===== config.mk =====
export PLATFORM = sky130hd
export DESIGN_NAME = line_position_tracker_core_flat
export DESIGN_NICKNAME = d
export VERILOG_FILES = /design/src/design/lpt_pkg.sv /design/src/design/lpt_if.sv /design/src/design/lpt_regs.sv /design/src/design/lpt_div.sv /design/src/design/line_position_tracker_core.sv /design/src/flat_wrapper.sv
export SDC_FILE = /design/constraint.sdc
export NUM_CORES = 1
export LEC_CHECK = 0
export ABC_CLOCK_PERIOD_IN_PS = 8700
export BUFFER_PORTS_ARGS = -buffer_cell sky130_fd_sc_hd__buf_2
export CAP_MARGIN = 15
export CORE_ASPECT_RATIO = 2
export CORE_MARGIN = 2
export CORE_UTILIZATION = 55
export CTS_CLUSTER_DIAMETER = 30
export CTS_CLUSTER_SIZE = 10
export DETAILED_ROUTE_END_ITERATION = 12
export PLACE_DENSITY = 0.77
export SETUP_SLACK_MARGIN = 0.02
export SYNTH_ARGS = -nofsm -noshare
export SYNTH_HDL_FRONTEND = slang
export SYNTH_SLANG_ARGS = --single-unit

===== constraint.sdc =====
create_clock -name clk -period 8.7 [get_ports clk]
set_input_delay 1.74 -clock clk [delete_from_list [all_inputs] [get_ports clk]]
set_output_delay 1.74 -clock clk [all_outputs]
set_load 0.01 [all_outputs]

===== src/design/lpt_pkg.sv =====
package lpt_pkg;

	localparam int SAMPLE_BITS = 12;
	localparam int THR_BITS    = 12;
	localparam int TOL_BITS    = 8;
	localparam int NUM_SENSORS = 6;
	localparam int SEL_BITS    = $clog2(NUM_SENSORS);
	localparam int CMP_BITS    = (SAMPLE_BITS > THR_BITS) ? SAMPLE_BITS : THR_BITS;

	localparam int MAX_E       = (2 ** THR_BITS) - 1;
	localparam int W_BITS      = $clog2(NUM_SENSORS * MAX_E + 1);
	localparam int MAG_BITS    = $clog2(5 * NUM_SENSORS * MAX_E + 1);
	localparam int S_BITS      = MAG_BITS + 1;
	localparam int DEN_BITS    = $clog2(10 * NUM_SENSORS * MAX_E + 1);
	localparam int QUO_BITS    = 12;
	localparam int STEP_BITS   = $clog2(QUO_BITS);
	localparam int DEV_BITS    = 13;

	localparam logic signed [DEV_BITS-1:0] DEV_MAX = DEV_BITS'(2 ** (QUO_BITS - 1));
	localparam logic signed [DEV_BITS-1:0] DEV_MIN = -DEV_MAX;

	localparam int ADDR_BITS   = 4;
	localparam int DATA_BITS   = 32;

	localparam logic [1:0] REG_BLACK = 2'd0;
	localparam logic [1:0] REG_WHITE = 2'd1;
	localparam logic [1:0] REG_TOL   = 2'd2;

	localparam logic [THR_BITS-1:0] BLACK_RST = THR_BITS'(1024);
	localparam logic [THR_BITS-1:0] WHITE_RST = THR_BITS'(3072);
	localparam logic [TOL_BITS-1:0] TOL_RST   = TOL_BITS'(10);

	typedef struct packed {
		logic [THR_BITS-1:0] black_lvl;
		logic [THR_BITS-1:0] white_lvl;
		logic [TOL_BITS-1:0] lost_tolerance;
	} cfg_t;

	typedef struct packed {
		logic busy;
		logic done;
	} div_stat_t;

	function automatic logic signed [3:0] sensor_weight(input logic [SEL_BITS-1:0] idx);
		logic signed [3:0] w;
		case (idx)
			3'd0:    w = -4'sd5;
			3'd1:    w = -4'sd3;
			3'd2:    w = -4'sd1;
			3'd3:    w = 4'sd1;
			3'd4:    w = 4'sd3;
			3'd5:    w = 4'sd5;
			default: w = 4'sd0;
		endcase
		return w;
	endfunction

endpackage


===== src/design/lpt_if.sv =====
interface lpt_in_if import lpt_pkg::*; ();
	logic                   valid;
	logic                   ready;
	logic [SAMPLE_BITS-1:0] sample_0;
	logic [SAMPLE_BITS-1:0] sample_1;
	logic [SAMPLE_BITS-1:0] sample_2;
	logic [SAMPLE_BITS-1:0] sample_3;
	logic [SAMPLE_BITS-1:0] sample_4;
	logic [SAMPLE_BITS-1:0] sample_5;

	modport source (output valid, sample_0, sample_1, sample_2, sample_3, sample_4, sample_5,
		input ready);
	modport sink (input valid, sample_0, sample_1, sample_2, sample_3, sample_4, sample_5,
		output ready);
endinterface

interface lpt_out_if import lpt_pkg::*; ();
	logic                       valid;
	logic                       ready;
	logic                       track_seen;
	logic                       on_track;
	logic signed [DEV_BITS-1:0] deviation;
	logic                       weight_valid;

	modport source (output valid, track_seen, on_track, deviation, weight_valid, input ready);
	modport sink (input valid, track_seen, on_track, deviation, weight_valid, output ready);
endinterface


===== src/design/lpt_regs.sv =====
module lpt_regs import lpt_pkg::*; (
	input  logic                 clk,
	input  logic                 arst_n,
	input  logic                 psel,
	input  logic                 penable,
	input  logic                 pwrite,
	input  logic [ADDR_BITS-1:0] paddr,
	input  logic [DATA_BITS-1:0] pwdata,
	output logic [DATA_BITS-1:0] prdata,
	output logic                 pready,
	output cfg_t                 cfg
);

	cfg_t       cfg_q;
	logic       wr_en;
	logic [1:0] reg_sel;

	assign pready  = 1'b1;
	assign wr_en   = psel && penable && pwrite;
	assign reg_sel = paddr[ADDR_BITS-1:2];
	assign cfg     = cfg_q;

	always_ff @(posedge clk or negedge arst_n) begin
		if (!arst_n) begin
			cfg_q.black_lvl      <= BLACK_RST;
			cfg_q.white_lvl      <= WHITE_RST;
			cfg_q.lost_tolerance <= TOL_RST;
		end else if (wr_en) begin
			unique case (reg_sel)
				REG_BLACK: cfg_q.black_lvl      <= pwdata[THR_BITS-1:0];
				REG_WHITE: cfg_q.white_lvl      <= pwdata[THR_BITS-1:0];
				REG_TOL:   cfg_q.lost_tolerance <= pwdata[TOL_BITS-1:0];
				default: begin
				end
			endcase
		end
	end

	always_comb begin
		unique case (reg_sel)
			REG_BLACK: prdata = DATA_BITS'(cfg_q.black_lvl);
			REG_WHITE: prdata = DATA_BITS'(cfg_q.white_lvl);
			REG_TOL:   prdata = DATA_BITS'(cfg_q.lost_tolerance);
			default:   prdata = '0;
		endcase
	end

endmodule


===== src/design/lpt_div.sv =====
module lpt_div import lpt_pkg::*; (
	input  logic                clk,
	input  logic                arst_n,
	input  logic                start,
	input  logic [MAG_BITS-1:0] mag,
	input  logic [DEN_BITS-1:0] den,
	output logic [QUO_BITS-1:0] quo,
	output div_stat_t           stat
);

	logic [DEN_BITS-1:0]  rem_q;
	logic [DEN_BITS-1:0]  den_q;
	logic [QUO_BITS-1:0]  quo_q;
	logic [STEP_BITS-1:0] cnt_q;
	logic                 busy_q;
	logic                 done_q;
	logic [DEN_BITS:0]    rem_sh;
	logic [DEN_BITS:0]    rem_sub;
	logic                 fits;

	assign rem_sh  = {rem_q, 1'b0};
	assign fits    = rem_sh >= {1'b0, den_q};
	assign rem_sub = rem_sh - {1'b0, den_q};

	always_ff @(posedge clk or negedge arst_n) begin
		if (!arst_n) begin
			busy_q <= 1'b0;
			done_q <= 1'b0;
			cnt_q  <= '0;
		end else begin
			done_q <= 1'b0;
			if (start) begin
				busy_q <= 1'b1;
				cnt_q  <= STEP_BITS'(QUO_BITS - 1);
			end else if (busy_q) begin
				cnt_q <= cnt_q - 1'b1;
				if (cnt_q == '0) begin
					busy_q <= 1'b0;
					done_q <= 1'b1;
				end
			end
		end
	end

	// restoring shift-subtract, one quotient bit a cycle
	always_ff @(posedge clk) begin
		if (start) begin
			rem_q <= DEN_BITS'(mag);
			den_q <= den;
			quo_q <= '0;
		end else if (busy_q) begin
			rem_q <= fits ? rem_sub[DEN_BITS-1:0] : rem_sh[DEN_BITS-1:0];
			quo_q <= {quo_q[QUO_BITS-2:0], fits};
		end
	end

	assign quo       = quo_q;
	assign stat.busy = busy_q;
	assign stat.done = done_q;

endmodule


===== src/design/line_position_tracker_core.sv =====
// line position tracker
// in_ch carries one frame of six reflectance samples, out_ch one result item
// per frame: track_seen, on_track, deviation (signed, 1/4096 units, left
// negative) and weight_valid. both use valid/ready, accepted when both high.
// thresholds and lost tolerance are written through the apb port; the user is
// to write them only while idle, as the block itself does not enforce it.
// after a frame is accepted the clamped activations accumulate one sensor a
// cycle, then the total is checked; when the weight is valid the divider forms
// the 12 quotient bits by shift-subtract, one a cycle, and hands them back;
// the output register is then loaded. the divider is skipped when the weight
// is not valid. no new frame is accepted while one is in flight.
// a new frame is taken as soon as the previous one sits in the output
// register; if the receiver stalls, the next finished result waits in the
// sequencer and in_ch.ready stays low until the output register frees.
// reset clears the lost-frame counter and loads the threshold defaults
// (black 1024, white 3072, tolerance 10); no result is pending after reset.
module line_position_tracker_core import lpt_pkg::*; (
	input  logic                 clk,
	input  logic                 arst_n,
	lpt_in_if.sink               in_ch,
	lpt_out_if.source            out_ch,
	input  logic                 psel,
	input  logic                 penable,
	input  logic                 pwrite,
	input  logic [ADDR_BITS-1:0] paddr,
	input  logic [DATA_BITS-1:0] pwdata,
	output logic [DATA_BITS-1:0] prdata,
	output logic                 pready
);

	localparam logic [2:0] ST_IDLE = 3'd0;
	localparam logic [2:0] ST_ACC  = 3'd1;
	localparam logic [2:0] ST_CHK  = 3'd2;
	localparam logic [2:0] ST_DIV  = 3'd3;
	localparam logic [2:0] ST_DONE = 3'd4;

	cfg_t       cfg;
	div_stat_t  div_stat;

	logic [2:0]                 state_q;
	logic [SAMPLE_BITS-1:0]     samp_q [NUM_SENSORS];
	logic [SEL_BITS-1:0]        cnt_q;
	logic [W_BITS-1:0]          w_q;
	logic signed [S_BITS-1:0]   s_q;
	logic                       seen_q;
	logic                       valid_q;
	logic                       neg_q;
	logic [TOL_BITS-1:0]        lost_q;

	logic                       out_valid_q;
	logic                       out_seen_q;
	logic                       out_on_q;
	logic signed [DEV_BITS-1:0] out_dev_q;
	logic                       out_wv_q;

	logic                       in_take;
	logic                       load_out;
	logic                       span_pos;
	logic [THR_BITS-1:0]        span_u;
	logic [CMP_BITS-1:0]        s_ext;
	logic [CMP_BITS-1:0]        b_ext;
	logic [CMP_BITS-1:0]        diff;
	logic                       gt_black;
	logic [THR_BITS-1:0]        e_cur;
	logic signed [S_BITS-1:0]   e_s;
	logic signed [S_BITS-1:0]   wt_s;
	logic signed [S_BITS-1:0]   prod;
	logic [DEN_BITS-1:0]        den;
	logic                       valid_now;
	logic [S_BITS-1:0]          s_abs;
	logic [MAG_BITS-1:0]        mag;
	logic                       div_start;
	logic [QUO_BITS-1:0]        quo;
	logic signed [DEV_BITS-1:0] q_ext;
	logic signed [DEV_BITS-1:0] dev_new;

	lpt_regs u_regs (
		.clk     (clk),
		.arst_n  (arst_n),
		.psel    (psel),
		.penable (penable),
		.pwrite  (pwrite),
		.paddr   (paddr),
		.pwdata  (pwdata),
		.prdata  (prdata),
		.pready  (pready),
		.cfg     (cfg)
	);

	assign in_ch.ready = (state_q == ST_IDLE);
	assign in_take     = in_ch.valid && in_ch.ready;
	assign load_out    = (state_q == ST_DONE) && (!out_valid_q || out_ch.ready);

	// clamped activation of the sensor at the head of the shift line
	assign span_pos = cfg.white_lvl > cfg.black_lvl;
	assign span_u   = cfg.white_lvl - cfg.black_lvl;
	assign s_ext    = CMP_BITS'(samp_q[0]);
	assign b_ext    = CMP_BITS'(cfg.black_lvl);
	assign gt_black = s_ext > b_ext;
	assign diff     = s_ext - b_ext;

	always_comb begin
		if (!gt_black || !span_pos) begin
			e_cur = '0;
		end else if (diff > CMP_BITS'(span_u)) begin
			e_cur = span_u;
		end else begin
			e_cur = diff[THR_BITS-1:0];
		end
	end

	assign e_s  = $signed(S_BITS'(e_cur));
	assign wt_s = S_BITS'(sensor_weight(cnt_q));
	assign prod = e_s * wt_s;

	assign den       = DEN_BITS'({w_q, 3'b000}) + DEN_BITS'({w_q, 1'b0});
	assign valid_now = span_pos && (den > DEN_BITS'(span_u));
	assign s_abs     = s_q[S_BITS-1] ? S_BITS'(-s_q) : S_BITS'(s_q);
	assign mag       = s_abs[MAG_BITS-1:0];
	assign div_start = (state_q == ST_CHK) && valid_now;

	lpt_div u_div (
		.clk    (clk),
		.arst_n (arst_n),
		.start  (div_start),
		.mag    (mag),
		.den    (den),
		.quo    (quo),
		.stat   (div_stat)
	);

	assign q_ext   = $signed(DEV_BITS'(quo));
	assign dev_new = !valid_q ? '0 : (neg_q ? -q_ext : q_ext);

	always_ff @(posedge clk or negedge arst_n) begin
		if (!arst_n) begin
			state_q <= ST_IDLE;
			cnt_q   <= '0;
			lost_q  <= '0;
		end else begin
			unique case (state_q)
				ST_IDLE: begin
					if (in_take) begin
						cnt_q   <= '0;
						state_q <= ST_ACC;
					end
				end
				ST_ACC: begin
					cnt_q <= cnt_q + 1'b1;
					if (cnt_q == SEL_BITS'(NUM_SENSORS - 1)) begin
						state_q <= ST_CHK;
					end
				end
				ST_CHK: begin
					if (seen_q) begin
						lost_q <= '0;
					end else if (lost_q != '1) begin
						lost_q <= lost_q + 1'b1;
					end
					state_q <= valid_now ? ST_DIV : ST_DONE;
				end
				ST_DIV: begin
					if (div_stat.done) begin
						state_q <= ST_DONE;
					end
				end
				ST_DONE: begin
					if (load_out) begin
						state_q <= ST_IDLE;
					end
				end
				default: state_q <= ST_IDLE;
			endcase
		end
	end

	always_ff @(posedge clk) begin
		if (in_take) begin
			samp_q[0] <= in_ch.sample_0;
			samp_q[1] <= in_ch.sample_1;
			samp_q[2] <= in_ch.sample_2;
			samp_q[3] <= in_ch.sample_3;
			samp_q[4] <= in_ch.sample_4;
			samp_q[5] <= in_ch.sample_5;
			w_q       <= '0;
			s_q       <= '0;
			seen_q    <= 1'b0;
		end else if (state_q == ST_ACC) begin
			for (int k = 0; k < NUM_SENSORS - 1; k++) begin
				samp_q[k] <= samp_q[k+1];
			end
			w_q    <= w_q + W_BITS'(e_cur);
			s_q    <= s_q + prod;
			seen_q <= seen_q || gt_black;
		end
		if (state_q == ST_CHK) begin
			valid_q <= valid_now;
			neg_q   <= s_q[S_BITS-1];
		end
	end

	always_ff @(posedge clk or negedge arst_n) begin
		if (!arst_n) begin
			out_valid_q <= 1'b0;
		end else if (load_out) begin
			out_valid_q <= 1'b1;
		end else if (out_ch.ready) begin
			out_valid_q <= 1'b0;
		end
	end

	always_ff @(posedge clk) begin
		if (load_out) begin
			out_seen_q <= seen_q;
			out_on_q   <= lost_q < cfg.lost_tolerance;
			out_dev_q  <= dev_new;
			out_wv_q   <= valid_q;
		end
	end

	assign out_ch.valid        = out_valid_q;
	assign out_ch.track_seen   = out_seen_q;
	assign out_ch.on_track     = out_on_q;
	assign out_ch.deviation    = out_dev_q;
	assign out_ch.weight_valid = out_wv_q;

	a_dev_zero: assert property (@(posedge clk) disable iff (!arst_n)
		out_ch.valid && !out_ch.weight_valid |-> out_ch.deviation == '0)
		else $error("deviation nonzero without valid weight");

	a_dev_range: assert property (@(posedge clk) disable iff (!arst_n)
		out_ch.valid |-> out_ch.deviation >= DEV_MIN && out_ch.deviation <= DEV_MAX)
		else $error("deviation out of range");

	a_seen_clears: assert property (@(posedge clk) disable iff (!arst_n)
		load_out && seen_q |-> lost_q == '0)
		else $error("lost counter not cleared on seen frame");

	a_div_owned: assert property (@(posedge clk) disable iff (!arst_n)
		div_stat.busy |-> state_q == ST_DIV)
		else $error("divider busy outside divide state");

endmodule


===== src/flat_wrapper.sv =====
// flat-port wrapper written by rule: the top's interface ports become plain ports
module line_position_tracker_core_flat import lpt_pkg::*;
  (clk, arst_n, psel, penable, pwrite, paddr, pwdata, prdata, pready, in_ch_valid, in_ch_sample_0, in_ch_sample_1, in_ch_sample_2, in_ch_sample_3, in_ch_sample_4, in_ch_sample_5, in_ch_ready, out_ch_valid, out_ch_track_seen, out_ch_on_track, out_ch_deviation, out_ch_weight_valid, out_ch_ready);
  lpt_in_if in_ch_i ();
  lpt_out_if out_ch_i ();
  input  logic clk;
  input  logic arst_n;
  input  logic psel;
  input  logic penable;
  input  logic pwrite;
  input  logic [ADDR_BITS-1:0] paddr;
  input  logic [DATA_BITS-1:0] pwdata;
  output logic [DATA_BITS-1:0] prdata;
  output logic pready;
  input wire logic [$bits(in_ch_i.valid)-1:0] in_ch_valid;
  input wire logic [$bits(in_ch_i.sample_0)-1:0] in_ch_sample_0;
  input wire logic [$bits(in_ch_i.sample_1)-1:0] in_ch_sample_1;
  input wire logic [$bits(in_ch_i.sample_2)-1:0] in_ch_sample_2;
  input wire logic [$bits(in_ch_i.sample_3)-1:0] in_ch_sample_3;
  input wire logic [$bits(in_ch_i.sample_4)-1:0] in_ch_sample_4;
  input wire logic [$bits(in_ch_i.sample_5)-1:0] in_ch_sample_5;
  output wire logic [$bits(in_ch_i.ready)-1:0] in_ch_ready;
  output wire logic [$bits(out_ch_i.valid)-1:0] out_ch_valid;
  output wire logic [$bits(out_ch_i.track_seen)-1:0] out_ch_track_seen;
  output wire logic [$bits(out_ch_i.on_track)-1:0] out_ch_on_track;
  output wire logic [$bits(out_ch_i.deviation)-1:0] out_ch_deviation;
  output wire logic [$bits(out_ch_i.weight_valid)-1:0] out_ch_weight_valid;
  input wire logic [$bits(out_ch_i.ready)-1:0] out_ch_ready;
  assign in_ch_i.valid = in_ch_valid;
  assign in_ch_i.sample_0 = in_ch_sample_0;
  assign in_ch_i.sample_1 = in_ch_sample_1;
  assign in_ch_i.sample_2 = in_ch_sample_2;
  assign in_ch_i.sample_3 = in_ch_sample_3;
  assign in_ch_i.sample_4 = in_ch_sample_4;
  assign in_ch_i.sample_5 = in_ch_sample_5;
  assign in_ch_ready = in_ch_i.ready;
  assign out_ch_valid = out_ch_i.valid;
  assign out_ch_track_seen = out_ch_i.track_seen;
  assign out_ch_on_track = out_ch_i.on_track;
  assign out_ch_deviation = out_ch_i.deviation;
  assign out_ch_weight_valid = out_ch_i.weight_valid;
  assign out_ch_i.ready = out_ch_ready;
  line_position_tracker_core u_core (.clk(clk), .arst_n(arst_n), .in_ch(in_ch_i), .out_ch(out_ch_i), .psel(psel), .penable(penable), .pwrite(pwrite), .paddr(paddr), .pwdata(pwdata), .prdata(prdata), .pready(pready));
endmodule

# Word-level counts from Yosys, hierarchy flattened
# Memories as Yosys holds them, arrays and structs flattened.
# Index checks and enable logic that the tools add are counted.
# W data, S select, Z words.
# op_classes
n_addsub,11
multipliers,1
reduce_logical,27
mux,39
n_eq_ne,16
n_lt_le_gt_ge,6
bitwise,5
# ops
operator,count
$mux W12,8
$mux W17,3
$gt A12 B12 Y1,3
$pmux W12 S3,1
$pmux W4 S6,1
$sub A12 B12 Y12,2
$ge A19 B18 Y1,1
$add A18 B16 Y18,1
$add A18 B17 Y18,1
$gt A18 B12 Y1,1
$mux W18,1
$mux W3,6
$sub A18 B18 Y18,1
$mul A13 B4 Y17,1
$neg A17 Y17,1
$mux W8,2
$add A15 B12 Y15,1
$pmux W3 S5,1
$mux W1,13
$neg A12 Y13,1
$eq A3 B2 Y1 const B,4
$reduce_and A2 Y1,6
$eq A3 B3 Y1 const B,3
$add A8 B1 Y8 const B,1
20 further kinds,41
# word_totals
inputBits,115
memories,1
regBits,153
ramBits,72
elab_cells,130
out_inout_bits,51
# mem_list
name,depth,word_bits,rd,rd_clocked_by_memory_dff,wr,line,text
u_core.samp_q,6,12,6,0,6,line_position_tracker_core.sv:41,logic [SAMPLE_BITS-1:0] samp_q [NUM_SENSORS];

# Logic depth before layout (Yosys ltp)
# Gate-level depths: netlist of the first run.
# An unclocked memory read counts as a cell.
# logic_depth
depth_word,7
mapped_depth,40

# Modules after synthesis
# A second synthesis of the first run with hierarchy kept.
# unflattened
cells_unflattened,1753
area_unflattened_um2,16360.7
# by_module_without_submodules
mod,instances,area_per_inst_um2,cells_per_inst
line_position_tracker_core,1,11443.5,1300
lpt_div,1,3258.1,323
lpt_regs,1,1659.1,130

# Worst setup path before layout of the first run
# OpenSTA, ideal clock, no wires.
# synth_timing
kind,reg-to-reg
start,mem u_core.samp_q[0][0]
end,reg u_core.s_q[17]
slack_ns,0.293
path_stages_with_launch,37
n_path_buf,1
arrival_ns,8.291
cell_sequence,edfxtp_1 inv_1 ha_1 inv_1 fa_1 a21oi_1 nor2b_1 o31a_1 o41ai_1 o21bai_1 a21oi_1 xnor2_1 ha_1 nand2_1 or3_1 a21oi_1 nor2_1 o41ai_1 a211oi_1 a21oi_2 buf_4 mux2_2 nand3_1 fa_1 fa_1 fa_1 inv_1 ha_1 a21o_1 a21o_1 a2111oi_0 o31ai_1 o41a_1 a41o_1 mux2i_1 o21ai_0 nand2_1
# synth_rtl
item,line,text
start: declaration,line_position_tracker_core.sv:41,
end signal: assignment,line_position_tracker_core.sv:193,s_q <= s_q + prod;
end: declaration,line_position_tracker_core.sv:44,logic signed [S_BITS-1:0] s_q;

# Worst setup path after layout of the first run
# layout_timing
start,reg u_core.u_regs.cfg_q (netlist bit u_core.u_regs.cfg[20])
end,reg u_core.s_q[17]
# layout_via
elab_chain_cells,6
word_cells_on_any_way,12
cone_classes,add/sub: 3; mul: 1; order compare: 3; mux: 2; reduce/logical: 3
# layout_rtl
item,line,text
start: declaration,lpt_regs.sv:14,cfg_t cfg_q;
$sub A12 B12 Y12 (tied with other cells),line_position_tracker_core.sv:100,assign diff = s_ext - b_ext;
$gt A12 B12 Y1 or $logic_not A1 Y1 (tied branches),"line_position_tracker_core.sv:105, line_position_tracker_core.sv:103",
$mux W12 or $logic_or A1 B1 Y1 (tied branches),"line_position_tracker_core.sv:105, line_position_tracker_core.sv:103",
$mux W12 *,line_position_tracker_core.sv:103,if (!gt_black || !span_pos) begin
$mul A13 B4 Y17 *,line_position_tracker_core.sv:114,assign prod = e_s * wt_s;
$add A18 B17 Y18 *,line_position_tracker_core.sv:193,
# Every way passes the cells marked *; elsewhere a longest branch is shown, timed or not.
# A chain may end at the register's enable or synchronous reset.

==> metrics.md, run 1 <==
| Metric | Value |
|---|---|
| Max-capacitance violation count | 0 |
| TritonRoute pass-1 iters | 5 |
| Routed length per instance | ~16 um |
| Final #Nets | ~2.1k |
| Ys Warns | 0 |
| Distinct cells, synth | 81 |
| Leading post-synthesis cells by instance count | nand2_1 (293), inv_1 (158), ha_1 (140) |
| Number of global-route vias before repair | 11.85k |
| Top-count cell post-synth | nand2_1 |
| Top-Level Pins | 166 |
| FF+latch area | 5997 um^2 |
| Post-route ant nets | 0 |
| Final setup fails | 0 |
| Crit end category | flop |
| Fin cells | 2,244 |
| Inst Count DP | roughly 2.2k |
| Worst hold path cell count | 2 |
| Post-synth top area share | 0.2343 |
| DPL Wire Length | 26.14 mm |
| Pin count of the biggest net entering global routing | 81 |
| Slowest Stage Delay on Critical Path | between 0.5 and 0.6 ns |
| Fin crit period | roughly 8.3 ns |
| Antenna violations before repair | 1 |
| Maximum clock rate | 0.1200 GHz |
| First-pass GRT wire length | 57.41 mm |
| Met3 wire length | 1.579 mm |
| Vias | 12.35k |
| Top FF cell, synth | edfxtp_1 |
| Worst-case reg-to-reg path depth | 37 |
| Max_slew headroom | 0.2830 |
| Worst slew pin tran | 1.071 ns |
| # clock sinks | 224 |
| Post-synth EDFFs | 124 |
| Type of origin of the critical path | flop |
| Leading area contributor after synthesis | edfxtp_1 |
| Reg2reg start | u_core.u_regs.cfg[20] |
| Fillers | 2,293 |
| Total congestion overflow | 0 |
| PortBufs | 122 |
| Sequential-to-total area share from yosys stat | 0.3773 |
| Placer Congestion | 0.9106 |
| Layout cells sized above 1 | 0.1593 |
| Worst hold path class | flop to flop |
| Syn avg cell area | between 9 and 10 um^2 |
| Gr usage total | 0.2304 |
| CP max stage cell | fa_2 |
| Max Clock Skew | 0.01276 ns |
| Drt via density | 5.504 |
| Crit path max fanout | 5 |
| Clk_lat worst skew | 0.53 ns |
| RSZ-0062 raised after global routing | false |
| CTS clk-pin slew, worst paths | 0.05 ns |
| Root Driver | clkbuf_16 |
| Die Y-Extent | 244.4 um |
| #FFs+latches synth | approximately 220 |
| Initial Util | 0.5552 |
| Endpoints failing hold | 0 |
| CTS Buf Count | 38 |
| Area of the multi-input gates | 9148 um^2 |
| DR DRC count | 0 |
| Core Region | 28,630 um^2 |
| H-tree Lvls | 2 |
| Ys async rst share | 0.2366 |
| Status | finished, final reports clean |
| Period utilization | 0.9583 |
| Wire length on met1 | 14.46 mm |
| Hold Buf Count CTS | 0 |
| DR top layer | met4 |
| Largest buffer count on any clock path | 3 |
| Die area | between 30,000 and 40,000 um^2 |
| Worst Hold Launch | u_core.u_div.rem_q[17] |
| Area growth, synth to finish | 15.63% |
| WL final | 36.20 mm |
| Post-Syn Instances | 1,715 |
| Worst R2R End | u_core.s_q[17] |
| Post-Syn Area | 15,890 um^2 |
| CP required | around 9.1 ns |
| Main area contributors after synthesis | edfxtp_1 (23%), ha_1 (11%), dfrtp_1 (7.6%) |
| Crit path DAT | around 9 ns |
| Cell Rows | 88 |
| Width of the die | 124.2 um |
| CP Class | flop to flop |
| Flop2flop setup slack | 0.36 ns |
| Hold Crit Endpoint | u_core.u_div.rem_q[17] |
| Detailed route wirelength on metal2 | ~19 mm |
| CTS tree | yes |
| Slew Limit Fails | 0 |
| Initial DRC Count | ~630 |
## cell families after synthesis
kind of cell	share of synthesized area
other	0.0004725
AO/OA/AOI/OAI	0.1314
buffers and inverters	0.06243
AND/OR/NAND/NOR	0.1623
flip-flops	0.3773
XOR/XNOR	0.05172
adder cells (fa/ha/maj)	0.1606
multiplexers	0.05369
## metrics by stage
stage / setup slack, ns / hold WS (ns) / util / cell area (um^2) / TNS, ns
after floorplan: 0.2931 / 0.4064 / - / 15960 / 0
after global placement: -0.04430 / 0.4570 / 0.5895 / 16880 / -0.04430
after detailed placement: -0.08700 / 0.4630 / 0.5898 / 16880 / -0.08700
after CTS: 0.04865 / 0.4713 / 0.6363 / 18220 / 0
after global routing: 0.007875 / 0.5092 / 0.6419 / 18380 / 0
final: 0.3632 / 0.4700 / 0.6419 / 18380 / 0
## flip-flops by register name, summed over array words and instances, names as in the netlist, 8 cells and up
signal / flops
u_core.u_div.quo: 12
u_core.u_regs.cfg: 32
u_core.lost_q: 8
u_core.u_div.rem_q: 18
u_core.w_q: 15
u_core.out_ch.deviation: 13
u_core.u_div.den_q: 17
u_core.s_q: 18
u_core.samp_q: 72
## critical path: cells and delay by family, from the launching register on
family,cells,cell delay [ns]
AO/OA/AOI/OAI,15,2.78
adder cells (fa/ha/maj),7,2.72
buffers and inverters,7,0.83
multiplexers,3,0.64
AND/OR/NAND/NOR,4,0.62
flip-flops,1,0.38
XOR/XNOR,1,0.23
## per-layer routing
layer,vias to the layer above,GRT usage
met5,-,0
met4,0,0.1041
met3,84,0.03260
met2,338,0.4110
met1,5788,0.2739
li1,6141,-
## worst max-delay path by stage
stage | slack (ns) | end | depth (start not counted) | startpoint
after CTS | 0.05 | u_core.s_q[16] | 39 | u_core.samp_q[0][0]
after detailed placement | -0.09 | u_core.s_q[17] | 38 | u_core.samp_q[0][0]
after global placement | -0.04 | u_core.s_q[17] | 39 | u_core.samp_q[0][0]
after floorplan | 0.29 | u_core.s_q[17] | 36 | u_core.samp_q[0][0]
after global routing | 0.008 | u_core.s_q[15] | 36 | u_core.u_regs.cfg[20]
final | 0.36 | u_core.s_q[17] | 37 | u_core.u_regs.cfg[20]
## placed cells by master (no fill, tap or decap), drive strengths merged, types with 13 or more instances in the layout
master | synthesis | routed
dfxtp | 47 | 47
or3 | 14 | 14
clkinv | 0 | 14
inv | 159 | 162
mux2 | 26 | 26
nand2b | 20 | 20
nand2 | 294 | 294
a21oi | 75 | 75
o31ai | 15 | 15
and2 | 13 | 13
xor2 | 33 | 33
mux2i | 56 | 56
ha | 140 | 140
edfxtp | 124 | 124
buf | 30 | 156
xnor2 | 60 | 60
o21a | 18 | 18
nor2 | 133 | 133
fa | 40 | 40
clkbuf | 47 | 48
nand3 | 36 | 36
o21ai | 97 | 97
nor3 | 19 | 19
nor2b | 18 | 18
a21o | 32 | 32
dfrtp | 48 | 48
conb | 2 | 21
## what timing repair did
item                                    4_1_cts  5_1_grt
setup buffers                                 1        2
endpoints found under the setup margin        3        8
resized for setup                             4       31
pin swaps                                     1       21
## area by class of cell
| type | count | share of cell area |
|---|---|---|
| clock buffer | 48 | 0.05781 |
| antenna | 1 | 0.0001362 |
| tap | 360 | 0.02451 |
| sequential | 224 | 0.3263 |
| multi-input combinational | 1274 | 0.4978 |
| inverter | 159 | 0.03261 |
| timing repair buffer | 156 | 0.04752 |
| clock inverter | 22 | 0.01328 |
Power of run 1 is left out: the tool's default activity adds up to more than one toggle a clock period on the data nets, which glitch-free logic cannot reach.
==> inputs of run 2 (changes only) <==
--- a/config.mk
+++ b/config.mk
@@ -10,11 +10,11 @@
 export CAP_MARGIN = 15
 export CORE_ASPECT_RATIO = 2
 export CORE_MARGIN = 2
-export CORE_UTILIZATION = 55
+export CORE_UTILIZATION = 45
 export CTS_CLUSTER_DIAMETER = 30
 export CTS_CLUSTER_SIZE = 10
 export DETAILED_ROUTE_END_ITERATION = 12
-export PLACE_DENSITY = 0.77
+export PLACE_DENSITY = 0.65
 export SETUP_SLACK_MARGIN = 0.02
 export SYNTH_ARGS = -nofsm -noshare
 export SYNTH_HDL_FRONTEND = slang
==> run 2 against run 1 <==
Compared with the run above: cell count is 4.8% higher; worst setup slack got worse by 0.23 ns; via count increased by 2.0%; highest routed layer unchanged; largest cell class unchanged.
==> metrics.md, run 2 (same netlist as run 1, synthesis figures left out) <==
| Metric | Value |
|---|---|
| Final #Nets | approximately 2.2k |
| Die area | 36,930 um^2 |
| DR DRC count | 0 |
| Clk_lat worst skew | 0.54 ns |
| Crit path max fanout | 3 |
| CP max stage cell | fa_1 |
| Largest buffer count on any clock path | 3 |
| DPL Wire Length | around 31 mm |
| Slowest Stage Delay on Critical Path | between 0.5 and 0.6 ns |
| Initial DRC Count | 523 |
| FF+latch area | 5997 um^2 |
| Endpoints failing hold | 0 |
| CTS tree | yes |
| Max-capacitance violation count | 0 |
| Area of the multi-input gates | 9306 um^2 |
| Status | finished, final reports clean |
| CP required | 9.04 ns |
| CP dominant cell by count | buf_4 |
| Maximum clock rate | 0.1168 GHz |
| Post-layout util | 0.5367 |
| Max_slew headroom | 0.2339 |
| Gr usage total | 0.2209 |
| Pin count of the biggest net entering global routing | 101 |
| Drt via density | 5.354 |
| Top reg by flops | u_core.samp_q |
| WL final | just over 40 mm |
| Placer Congestion | a little over 0.9 |
| Post-route ant nets | 0 |
| Fillers | ~3.2k |
| PortBufs | 122 |
| H-tree Lvls | 2 |
| Initial Util | 0.4547 |
| Number of global-route vias before repair | 12.85k |
| CTS Buf Count | 39 |
| Root Driver | clkbuf_16 |
| Vias | 12.59k |
| Setup TNS | 0 ns |
| Type of origin of the critical path | flop |
| Most frequent cells in the layout | nand2_1 (290), inv_1 (153), ha_1 (134) |
| Crit end category | flop |
| Worst slew pin tran | 1.143 ns |
| Top-Level Pins | 166 |
| Period utilization | 0.9841 |
| RSZ-0062 raised after global routing | true |
| Cell Rows | between 90 and 100 |
| Total congestion overflow | 0 |
| Slew Limit Fails | 0 |
| Hold Buf Count CTS | 0 |
| Width of the die | 136.9 um |
| Die Y-Extent | 269.8 um |
| Core Region | around 35,000 um^2 |
| Worst hold path class | flop to flop |
| CP Class | flop to flop |
| Antenna violations before repair | 0 |
| Crit path DAT | 8.91 ns |
| CTS clk-pin slew, worst paths | 0.05 ns |
| Fin crit period | approximately 8.6 ns |
| Layout cells sized above 1 | 0.1814 |
| Critical path buffers and inverters | 7 |
| # clock sinks | about 220 |
| Max Clock Skew | 0.03451 ns |
| Final setup fails | 0 |
| Routed length per instance | 17.20 um |
| Max reg flops | 72 |
| TritonRoute pass-1 iters | 5 |
| Final Hold Slack | 0.4882 ns |
| First-pass GRT wire length | about 64 mm |
| CP top delay family | compound AO/OA/AOI/OAI gates |
| Area growth, synth to finish | 18.03% |
| Antenna cells | 0 |
| Commonest non-fill, non-tap cell in the layout | nand2_1 |
==> run 2: what timing repair did <==
| action | in CTS | in global routing |
|---|---|---|
| setup endpoints to repair | 6 | 8 |
| setup buffers | 3 | 9 |
| gates resized for setup | 17 | 54 |
| pin swaps | 4 | 44 |
==> run 2: path summary, 6_finish.rpt <==
check,start,to,slack [ns],cells past startpoint
max in group asynchronous,arst_n,u_core.lost_q[0],6.90,2
min in group asynchronous,arst_n,u_core.u_regs.cfg[6],1.33,2
setup / recovery,u_core.samp_q[0][0],u_core.s_q[15],0.14,38
setup reg to reg,u_core.samp_q[0][0],u_core.s_q[15],0.14,38
hold / removal,u_core.u_div.rem_q[17],u_core.u_div.rem_q[17],0.49,2
hold reg to reg,u_core.u_div.rem_q[17],u_core.u_div.rem_q[17],0.49,2
==> run 2: routing by layer <==
layer | global-route usage | up-vias | wire [um] | part of all wire
met5 | 0 | - | 0 | 0
met4 | 0.1413 | 0 | 2779 | 0.069
met3 | 0.02815 | 122 | 1347 | 0.033
met2 | 0.4249 | 291 | 22650 | 0.56
met1 | 0.2124 | 5996 | 13660 | 0.34
li1 | - | 6183 | - | -
==> run 2: metrics by stage <==
step | cells | instance area, um^2 | setup WS, ns
after floorplan | 1734 | 15960 | 0.2931
after global placement | 2270 | 17100 | -0.1249
after detailed placement | 2270 | 17100 | -0.2663
after CTS | 2343 | 18420 | 0.04211
after global routing | 2352 | 18760 | -0.3085
final | 2352 | 18760 | 0.1382
==> run 2: worst register-to-register path: cells and delay by family, from the launching register on <==
kind            cells  cell delay (ns)
buf+inv             7             0.85
xor+xnor            1             0.12
simple gates        4             0.54
mux                 1             0.33
fa+ha+maj           7             2.58
compound gates     18             3.59
flops               1             0.37
==> run 2: layout make-up <==
type | instances | share of cell area
Tap cell | 445 | 0.02968
Clock buffer | 51 | 0.05723
Multi-Input combinational cell | 1274 | 0.4961
Inverter | 159 | 0.03195
Clock inverter | 19 | 0.008138
Sequential cell | 224 | 0.3197
Timing Repair Buffer | 180 | 0.05716
Power of run 2 is left out for the same reason.
==> inputs of run 3 (changes only) <==
--- a/config.mk
+++ b/config.mk
@@ -9,7 +9,6 @@
 export BUFFER_PORTS_ARGS = -buffer_cell sky130_fd_sc_hd__buf_2
 export CAP_MARGIN = 15
 export CORE_ASPECT_RATIO = 2
-export CORE_MARGIN = 2
 export CORE_UTILIZATION = 45
 export CTS_CLUSTER_DIAMETER = 30
 export CTS_CLUSTER_SIZE = 10
==> run 3 against run 2 <==
Compared with the run above: non-clock buffer count rose by 2; core utilization rose by 0.16 points; global-route usage rose by 0.70 points; highest routed layer unchanged.
==> metrics.md, run 3 (same netlist as run 1, synthesis figures left out) <==
| Metric | Value |
|---|---|
| Initial Util | 0.4547 |
| Gr usage total | 0.2279 |
| Commonest non-fill, non-tap cell in the layout | nand2_1 |
| Detailed route wirelength on metal2 | 22.92 mm |
| Max Clock Skew | ~0.025 ns |
| Initial DRC Count | 480 |
| Drt via density | 5.364 |
| Post-route ant nets | 0 |
| TritonRoute pass-1 iters | 5 |
| Met3 wire length | roughly 1.2 mm |
| Cell Rows | 97 |
| CTS tree | yes |
| Wire length on met1 | 13.63 mm |
| Period utilization | 0.9869 |
| DR DRC count | 0 |
| Max-capacitance violation count | 0 |
| Crit path DAT | 9.01 ns |
| CTS Buf Count | 39 |
| CTS clk-pin slew, worst paths | 0.05 ns |
| Max_slew headroom | 0.2483 |
| WL final | 40.51 mm |
| Pin count of the biggest net entering global routing | 101 |
| Clk_lat worst skew | 0.55 ns |
| Core Region | 34,950 um^2 |
| CP required | 9.12 ns |
| PortBufs | around 120 |
| Status | finished, final reports clean |
| RSZ-0062 raised after global routing | true |
| Slowest Stage Delay on Critical Path | 0.57 ns |
| Fillers | 3,176 |
| Area of the multi-input gates | about 9000 um^2 |
| Max reg flops | 72 |
| Worst slew pin tran | 1.121 ns |
| DPL Wire Length | slightly above 30 mm |
| FF+latch area | 5997 um^2 |
| Top-Level Pins | 166 |
| CP max stage cell | fa_1 |
| Total congestion overflow | 0 |
| Fin crit period | 8.586 ns |
| H-tree Lvls | 2 |
| First-pass GRT wire length | 63.84 mm |
| Worst hold path class | flop to flop |
| # clock sinks | 224 |
| Layout cells sized above 1 | 0.1812 |
| Final #Nets | between 2k and 2.5k |
| Antenna violations before repair | 0 |
| Endpoints failing hold | 0 |
| Die area | 36,120 um^2 |
| Hold Buf Count CTS | 0 |
| Type of origin of the critical path | flop |
| Vias | 12.63k |
| Top reg by flops | u_core.samp_q |
| Number of global-route vias before repair | ~13k |
| Placer Congestion | 0.8950 |
| Post-layout util | 0.5383 |
| Antenna cells | 0 |
| Largest buffer count on any clock path | 3 |
| Setup TNS | 0 ns |
| DR top layer | met4 |
| Final setup fails | 0 |
| Root Driver | clkbuf_16 |
| Slew Limit Fails | 0 |
| Width of the die | 134.9 um |
| Crit path max fanout | 5 |
| Maximum clock rate | 0.1165 GHz |
| Crit end category | flop |
| CP Class | flop to flop |
| Die Y-Extent | between 200 and 300 um |
| Area growth, synth to finish | 18.38% |
| Routed length per instance | 17.21 um |
| Most frequent cells in the layout | nand2_1 (291), inv_1 (153), ha_1 (136) |
[run 3: cell count changes in the layout (fill, tap and decap cells not counted), sizes merged]
cell	change
clkbuf	-5
buf	+2
bufinv	+2
inv	+2
clkinvlp	+1
[run 3: layer usage]
metal / global-route usage / vias up
met5: 0 / -
met4: 0.1549 / 0
met3: 0.02641 / 130
met2: 0.4480 / 296
met1: 0.2148 / 6021
li1: - / 6180
[run 3: stage by stage]
stage               hold slack (ns)  instance area [um^2]  worst slack [ns]  cells
floorplan                    0.4064                 15960            0.2931   1734
global placement             0.4587                 17100          -0.06415   2269
detailed placement           0.4724                 17100          -0.09204   2269
CTS                          0.4798                 18430           0.04047   2339
global route                 0.5294                 18810           -0.1577   2354
finish                       0.4799                 18810            0.1137   2354
[run 3: repair_timing]
item,in CTS,in global routing
gates resized for setup,11,54
pin swaps,1,41
endpoints found under the setup margin,3,7
endpoints found under the hold margin,0,0
buffers inserted,0,15
[run 3: final timing paths]
kind                                        start                     end  slack (ns)  cells after the start
min in group asynchronous                  arst_n   u_core.u_regs.cfg[25]        1.31                      2
max in group asynchronous                  arst_n         u_core.cnt_q[1]        6.91                      2
hold reg to reg            u_core.u_div.rem_q[17]  u_core.u_div.rem_q[17]        0.48                      2
setup / recovery              u_core.samp_q[0][0]          u_core.s_q[17]        0.11                     40
hold / removal             u_core.u_div.rem_q[17]  u_core.u_div.rem_q[17]        0.48                      2
setup reg to reg              u_core.samp_q[0][0]          u_core.s_q[17]        0.11                     40
[run 3: final cells by class]
| cell class | instances | share of cell area |
|---|---|---|
| Inverter | 159 | 0.03185 |
| Tap cell | 445 | 0.02959 |
| Multi-Input combinational cell | 1274 | 0.4931 |
| Clock buffer | 46 | 0.05380 |
| Clock inverter | 24 | 0.01436 |
| Timing Repair Buffer | 182 | 0.05852 |
| Sequential cell | 224 | 0.3187 |
[run 3: worst max-delay path, delay by kind of cell, from the launching register on]
family,cells,cell delay (ns)
fa+ha+maj,7,2.69
xor+xnor,1,0.13
mux,2,0.40
simple gates,6,0.65
buf+inv,9,0.96
flops,1,0.36
compound gates,15,3.30
Power of run 3 is left out for the same reason.
